$ cat src/rtl/core/throughput_order_statistics_defines.svh
// ----------------------------------------------------------------------------
// Throughput order statistics: assertion macros
// Shared property wrappers, clocked on i_clk and disabled while i_rst_n is low.
// ----------------------------------------------------------------------------
`ifndef THROUGHPUT_ORDER_STATISTICS_DEFINES_SVH
`define THROUGHPUT_ORDER_STATISTICS_DEFINES_SVH

// The consequent must hold in the same cycle as the antecedent.
`define TOS_ASSERT_NOW(label, ante, cons, msg) \
    label: assert property (@(posedge i_clk) disable iff (!i_rst_n) (ante) |-> (cons)) \
        else $error(msg);

// The consequent must hold in the cycle after the antecedent.
`define TOS_ASSERT_NEXT(label, ante, cons, msg) \
    label: assert property (@(posedge i_clk) disable iff (!i_rst_n) (ante) |=> (cons)) \
        else $error(msg);

`endif

$ cat src/rtl/core/tos_pkg.sv
// ----------------------------------------------------------------------------
// Throughput order statistics package
// Sizes, arithmetic constants and the types passed between the blocks.
// ----------------------------------------------------------------------------
package tos_pkg;

    localparam int MAX_SAMPLES = 32;
    localparam int SMP_W       = 24;
    localparam int VAL_W       = 23;
    localparam int CNT_W       = $clog2(MAX_SAMPLES + 1);
    localparam int ADDR_W      = (MAX_SAMPLES > 1) ? $clog2(MAX_SAMPLES) : 1;

    // Division by five through a reciprocal; exact for dividends below 2^14.
    localparam int              FIFTH_SHIFT = 14;
    localparam logic [11:0]     FIFTH_RECIP = 12'd3277;
    localparam int              RANK_W      = CNT_W + 1 + 12;

    // Division by ten through a reciprocal; exact for any 32-bit dividend.
    localparam int              TENTH_SHIFT = 35;
    localparam logic [31:0]     TENTH_RECIP = 32'hCCCC_CCCD;
    localparam int              NINE_W      = VAL_W + 4;
    localparam int              PROD_W      = NINE_W + 32;

    typedef struct packed {
        logic             nonempty;
        logic [CNT_W-1:0] count;
        logic [VAL_W-1:0] median;
        logic [VAL_W-1:0] p20;
    } t_stat;

    typedef struct packed {
        logic             nonempty;
        logic [CNT_W-1:0] count;
        logic [VAL_W-1:0] median;
        logic [VAL_W-1:0] p20;
        logic [VAL_W-1:0] optimal;
        logic [VAL_W-1:0] ceiling;
    } t_summary;

    // Nearest-rank index of the 20th percentile: ceil(m / 5) - 1, floored at 0.
    function automatic logic [ADDR_W-1:0] p20_index(input logic [CNT_W-1:0] m);
        logic [CNT_W:0]    bumped;
        logic [RANK_W-1:0] prod;
        logic [RANK_W-1:0] rank;
        bumped = {1'b0, m} + (CNT_W + 1)'(4);
        prod   = RANK_W'(bumped) * RANK_W'(FIFTH_RECIP);
        rank   = prod >> FIFTH_SHIFT;
        if (rank != '0) begin
            rank = rank - RANK_W'(1);
        end
        return rank[ADDR_W-1:0];
    endfunction

endpackage

$ cat src/rtl/core/tos_sorter.sv
// ----------------------------------------------------------------------------
// Sorted sample store
// Insertion sort into a one-port-read, one-port-write memory, and the
// readout of the middle pair and the 20th-percentile entry at batch end.
// ----------------------------------------------------------------------------
module tos_sorter (
    input  logic                        i_clk,
    input  logic                        i_rst_n,
    input  logic                        i_start,
    input  logic [tos_pkg::SMP_W-1:0]   i_sample,
    input  logic                        i_last,
    output logic                        o_item_done,
    output logic                        o_stat_valid,
    output tos_pkg::t_stat              o_stat
);

    typedef enum logic [2:0] {
        S_IDLE,
        S_SCAN,
        S_PUT,
        S_END,
        S_HI,
        S_LO,
        S_RANK
    } t_state;

    logic [tos_pkg::VAL_W-1:0] r_mem [tos_pkg::MAX_SAMPLES];
    logic [tos_pkg::VAL_W-1:0] r_rdata;

    t_state                     r_state, n_state;
    logic [tos_pkg::CNT_W-1:0]  r_count, n_count;
    logic [tos_pkg::ADDR_W-1:0] r_pos, n_pos;
    logic [tos_pkg::VAL_W-1:0]  r_value, n_value;
    logic                       r_last, n_last;
    logic [tos_pkg::VAL_W-1:0]  r_hi, n_hi;
    logic [tos_pkg::VAL_W-1:0]  r_lo, n_lo;
    logic                       r_item_done, n_item_done;
    logic                       r_stat_valid, n_stat_valid;
    tos_pkg::t_stat             r_stat, n_stat;

    logic                       rd_en;
    logic [tos_pkg::ADDR_W-1:0] rd_addr;
    logic                       wr_en;
    logic [tos_pkg::ADDR_W-1:0] wr_addr;
    logic [tos_pkg::VAL_W-1:0]  wr_data;
    logic                       keep;
    logic [tos_pkg::ADDR_W-1:0] half;
    logic [tos_pkg::VAL_W:0]    mid_sum;

    // During a shift the write goes to pos and the read to pos - 2, so the
    // two ports never meet on one entry and no forwarding is needed.
    always_ff @(posedge i_clk) begin
        if (wr_en) begin
            r_mem[wr_addr] <= wr_data;
        end
        if (rd_en) begin
            r_rdata <= r_mem[rd_addr];
        end
    end

    assign keep    = !i_sample[tos_pkg::SMP_W-1] && (r_count < tos_pkg::CNT_W'(tos_pkg::MAX_SAMPLES));
    assign half    = tos_pkg::ADDR_W'(r_count >> 1);
    assign mid_sum = {1'b0, r_hi} + {1'b0, r_lo} + (tos_pkg::VAL_W + 1)'(1);

    always_comb begin
        n_state      = r_state;
        n_count      = r_count;
        n_pos        = r_pos;
        n_value      = r_value;
        n_last       = r_last;
        n_hi         = r_hi;
        n_lo         = r_lo;
        n_item_done  = 1'b0;
        n_stat_valid = 1'b0;
        n_stat       = r_stat;
        rd_en        = 1'b0;
        rd_addr      = r_pos - tos_pkg::ADDR_W'(1);
        wr_en        = 1'b0;
        wr_addr      = r_pos;
        wr_data      = r_value;

        case (r_state)
            S_IDLE: begin
                if (i_start) begin
                    n_value = i_sample[tos_pkg::VAL_W-1:0];
                    n_last  = i_last;
                    n_pos   = r_count[tos_pkg::ADDR_W-1:0];
                    if (!keep) begin
                        n_state = S_END;
                    end else if (r_count == '0) begin
                        n_state = S_PUT;
                    end else begin
                        rd_en   = 1'b1;
                        rd_addr = tos_pkg::ADDR_W'(r_count - tos_pkg::CNT_W'(1));
                        n_state = S_SCAN;
                    end
                end
            end
            S_SCAN: begin
                wr_en = 1'b1;
                if (r_rdata > r_value) begin
                    // Move the larger entry up one place and look further down.
                    wr_data = r_rdata;
                    n_pos   = r_pos - tos_pkg::ADDR_W'(1);
                    if (r_pos == tos_pkg::ADDR_W'(1)) begin
                        n_state = S_PUT;
                    end else begin
                        rd_en   = 1'b1;
                        rd_addr = r_pos - tos_pkg::ADDR_W'(2);
                    end
                end else begin
                    n_count = r_count + tos_pkg::CNT_W'(1);
                    n_state = S_END;
                end
            end
            S_PUT: begin
                wr_en   = 1'b1;
                n_count = r_count + tos_pkg::CNT_W'(1);
                n_state = S_END;
            end
            S_END: begin
                if (!r_last) begin
                    n_item_done = 1'b1;
                    n_state     = S_IDLE;
                end else if (r_count == '0) begin
                    n_stat       = '0;
                    n_stat_valid = 1'b1;
                    n_state      = S_IDLE;
                end else begin
                    rd_en   = 1'b1;
                    rd_addr = half;
                    n_state = S_HI;
                end
            end
            S_HI: begin
                n_hi    = r_rdata;
                rd_en   = 1'b1;
                rd_addr = r_count[0] ? half : half - tos_pkg::ADDR_W'(1);
                n_state = S_LO;
            end
            S_LO: begin
                n_lo    = r_rdata;
                rd_en   = 1'b1;
                rd_addr = tos_pkg::p20_index(r_count);
                n_state = S_RANK;
            end
            S_RANK: begin
                // For an odd count both halves are the same entry.
                n_stat.nonempty = 1'b1;
                n_stat.count    = r_count;
                n_stat.median   = mid_sum[tos_pkg::VAL_W:1];
                n_stat.p20      = r_rdata;
                n_stat_valid    = 1'b1;
                n_count         = '0;
                n_state         = S_IDLE;
            end
            default: begin
                n_state = S_IDLE;
            end
        endcase
    end

    always_ff @(posedge i_clk) begin
        if (!i_rst_n) begin
            r_state      <= S_IDLE;
            r_count      <= '0;
            r_item_done  <= 1'b0;
            r_stat_valid <= 1'b0;
        end else begin
            r_state      <= n_state;
            r_count      <= n_count;
            r_item_done  <= n_item_done;
            r_stat_valid <= n_stat_valid;
        end
        r_pos   <= n_pos;
        r_value <= n_value;
        r_last  <= n_last;
        r_hi    <= n_hi;
        r_lo    <= n_lo;
        r_stat  <= n_stat;
    end

    assign o_item_done  = r_item_done;
    assign o_stat_valid = r_stat_valid;
    assign o_stat       = r_stat;

endmodule

$ cat config.mk
export PLATFORM = sky130hd
export DESIGN_NAME = tos_sorter
export DESIGN_NICKNAME = d
export VERILOG_FILES = /design/src/rtl/core/throughput_order_statistics_defines.svh /design/src/rtl/core/tos_pkg.sv /design/src/rtl/core/tos_sorter.sv
export SDC_FILE = /design/constraint.sdc
export NUM_CORES = 1
export LEC_CHECK = 0
export BUFFER_PORTS_ARGS = -buffer_cell sky130_fd_sc_hd__buf_4
export CELL_PAD_IN_SITES_DETAIL_PLACEMENT = 1
export CELL_PAD_IN_SITES_GLOBAL_PLACEMENT = 1
export CORE_MARGIN = 1
export CORE_UTILIZATION = 25
export DETAILED_ROUTE_END_ITERATION = 8
export PLACE_DENSITY = 0.54
export SLEW_MARGIN = 15
export SYNTH_ARGS = -nofsm -noshare
export SYNTH_HDL_FRONTEND = slang
export SYNTH_SLANG_ARGS = --single-unit
$ cat constraint.sdc
create_clock -name i_clk -period 18.2 [get_ports i_clk]
set_input_delay 0 -clock i_clk [delete_from_list [all_inputs] [get_ports i_clk]]
set_output_delay 0 -clock i_clk [all_outputs]
set_load 0.005 [all_outputs]
==> results.sh <==
export IMPL_rsz0062_at_grt="false"
export IMPL_syn2layout_area_growth_pct=16.6
export IMPL_clk_latency_ns=0.67
export IMPL_maxCapViolCount=0
export IMPL_vias=23717
export IMPL_skew_ns=0.0170
export IMPL_dp_hpwl_um=69200
export IMPL_coreArea_um2=156000
export IMPL_critical_path_class="reg2reg"
export IMPL_ant_nets=0
export IMPL_gp_congestion=0.766
export IMPL_place_port_buffers=82
export IMPL_period_needed_ns=8.97
export IMPL_finalSetupViolations=0
export IMPL_pin_count=83
export IMPL_wirelength_um=115000
export IMPL_period_share=0.493
export IMPL_syn_num_nets=2800
export IMPL_fmax_mhz=111
export IMPL_tightest_slew_ns=0.998
export IMPL_synth_edff_count=887
export IMPL_crit_family="adder cells"
export IMPL_numCtsBuffers=99
export IMPL_reg2reg_setup_slack_ns=9.23
export IMPL_antenna_found_initial=7
export IMPL_wl_met1_um=54100
export IMPL_start_util=0.252
export IMPL_tns_ns=0
export IMPL_grt_pass1_vias=24522
export IMPL_route_met3_wl_um=5240
export IMPL_crit_fanout=51
export IMPL_cts_max_level=3
export IMPL_dr_wl_met2_um=53200
export IMPL_avgViaCountPerCell=4.81
export IMPL_top_layer_used="met5"
export IMPL_cp_start_kind="flip-flop"
export IMPL_synthTopCellsByArea="edfxtp_1 68%, mux2i_1 6.8%, ha_1 3.3%"
export IMPL_first_iter_violations=1656
export IMPL_end_kind="flip-flop"
export IMPL_synth_seq_area_share=0.681
export IMPL_cp_arrival_ns=9.36
export IMPL_cts_tree="built"
export IMPL_ys_ff_latch=898
export IMPL_relSlewSlack=0.335
export IMPL_grt_max_degree=162
export IMPL_grt_pass1_wl_um=169000
export IMPL_hold_viol=0
export IMPL_required_ns=18.58
export IMPL_final_nets=2934
export IMPL_grt_ovfl_total=0
export IMPL_drive_gt1_frac=0.148
export IMPL_yosysUniqueCellTypes=95
export IMPL_hp_class="in2reg"
export IMPL_yosysTopAreaCell="edfxtp_1"
export IMPL_syn_inst=2658
export IMPL_grt_use_total=0.143
export IMPL_clock_sinks=898
export IMPL_path_clk_slew_ns=0.06
export IMPL_synth_top_area_share=0.675
export IMPL_dr_pass1_iters=5
export IMPL_die_area_um2=159000
export IMPL_max_stage_delay_ns=0.78
export IMPL_synth_area_um2=39400
export IMPL_finalCoreUtilization=0.294
export IMPL_root_buffer="clkbuf_16"
export IMPL_async_reset_ff_frac=0
export IMPL_ys_warnings_count=0
export IMPL_rows=145
export IMPL_die_w_um=399
export IMPL_drv_slew=0
export IMPL_outcome="finished clean"
export IMPL_ys_flop_type="edfxtp_1"
export IMPL_die_h_um=399
export IMPL_cts_buffer_depth=3
export IMPL_syn_avg_cell_area_um2=14.8
export IMPL_path_buf_inv=6
export IMPL_critPathSlowestCell="buf_4"
export IMPL_wl_per_cell_um=23.3
export IMPL_drc=0
-- layout by cell type, fill, tap and decap left out, drive strengths merged, types with 55 or more instances in the layout --
master and count:
a21oi 55, nand3 115, buf 172, nand2 259
inv 74, ha 103, mux2i 269, clkbuf 127
nor2 92, o21ai 63, edfxtp 887, a32oi 89
-- what timing repair did --
action,4_1_cts,5_1_grt
gates resized for setup,0,0
hold buffers,28,0
endpoints found under the hold margin,35,0
buffers inserted,0,0
-- metal layers --
metal / track usage / vias to the layer above
li1: - / 10655
met1: 0.200 / 12343
met2: 0.229 / 566
met3: 0.0178 / 151
met4: 0.0427 / 2
met5: 0 / -
-- registers in the layout, indices dropped and copies added (netlist names), 5 cells and up --
register and cells:
r_count 6, r_hi 23, r_rdata 23, o_stat 53, r_lo 23, r_value 23, r_mem 736, r_pos 5
-- synth_stat cells, types with 23 or more instances --
cell type,number
o221ai_1,23
a32oi_1,89
mux2i_1,269
o211ai_1,27
a221oi_1,23
nand3_1,114
nand2_1,258
nor2_1,91
inv_1,75
edfxtp_1,887
o22ai_1,45
xnor2_1,25
o211a_1,49
buf_2,69
o21ai_0,57
buf_4,30
clkbuf_1,49
a21oi_1,53
and3_1,33
ha_1,103
-- worst register-to-register path, stage by stage (launching register included) --
cell	delay (ns)
dfxtp_1	0.56
inv_1	0.25
ha_1	0.45
xnor2_1	0.19
ha_1	0.22
or2_2	0.31
fa_1	0.56
inv_1	0.08
fa_1	0.51
inv_1	0.05
ha_1	0.29
and3_1	0.25
a221oi_2	0.33
o21ai_0	0.18
a21oi_1	0.20
xnor2_1	0.20
inv_1	0.12
ha_1	0.26
xnor2_1	0.15
xnor2_1	0.15
o31a_1	0.30
nand2_4	0.48
buf_4	0.78
buf_4	0.79
mux2i_1	0.42
mux2i_1	0.12
o22ai_1	0.42
nor4_2	0.09
-- cells by family after synthesis --
kind of cell | share of synthesized area
AND/OR/NAND/NOR | 0.0762
adder cells (fa/ha/maj) | 0.0383
multiplexers | 0.0721
flip-flops | 0.681
AO/OA/AOI/OAI | 0.0932
XOR/XNOR | 0.00822
buffers and inverters | 0.0310
-- path summary, 6_finish.rpt --
check,endpoint,startpoint,cells past startpoint
worst max-delay path,r_rdata[9]$_DFFE_PP_,r_count[2]$_SDFFE_PN0P_,27
worst min-delay path,r_value[1]$_DFFE_PP_,i_sample[1],2
worst max register to register,r_rdata[9]$_DFFE_PP_,r_count[2]$_SDFFE_PN0P_,27
worst min register to register,o_item_done$_SDFF_PN0_,r_last$_DFFE_PP_,1
-- layout make-up --
type	count	area, um2
clock inverter	56	435
inverter	75	282
antenna	2	5.00
sequential	898	26900
tap	2058	2570
timing repair buffer	200	1580
multi-input combinational	1518	11600
fill	16606	110000
clock buffer	127	2650
-- through the flow --
stage / worst slack [ns] / instance area (um2) / hold WS [ns] / instances
final: 9.23 / 46000 / 0.0671 / 4934
after global routing: 8.65 / 46000 / 0.0482 / 4933
after CTS: 9.23 / 46000 / 0.0207 / 4932
after detailed placement: 9.25 / 42600 / 0.180 / 4721
after global placement: 9.36 / 42600 / 0.180 / 4721
after floorplan: 11.85 / 39400 / 0.0989 / 2658
Power is not shown: default switching activity piles up to over one toggle a cycle in this logic, so the estimate is an artifact.
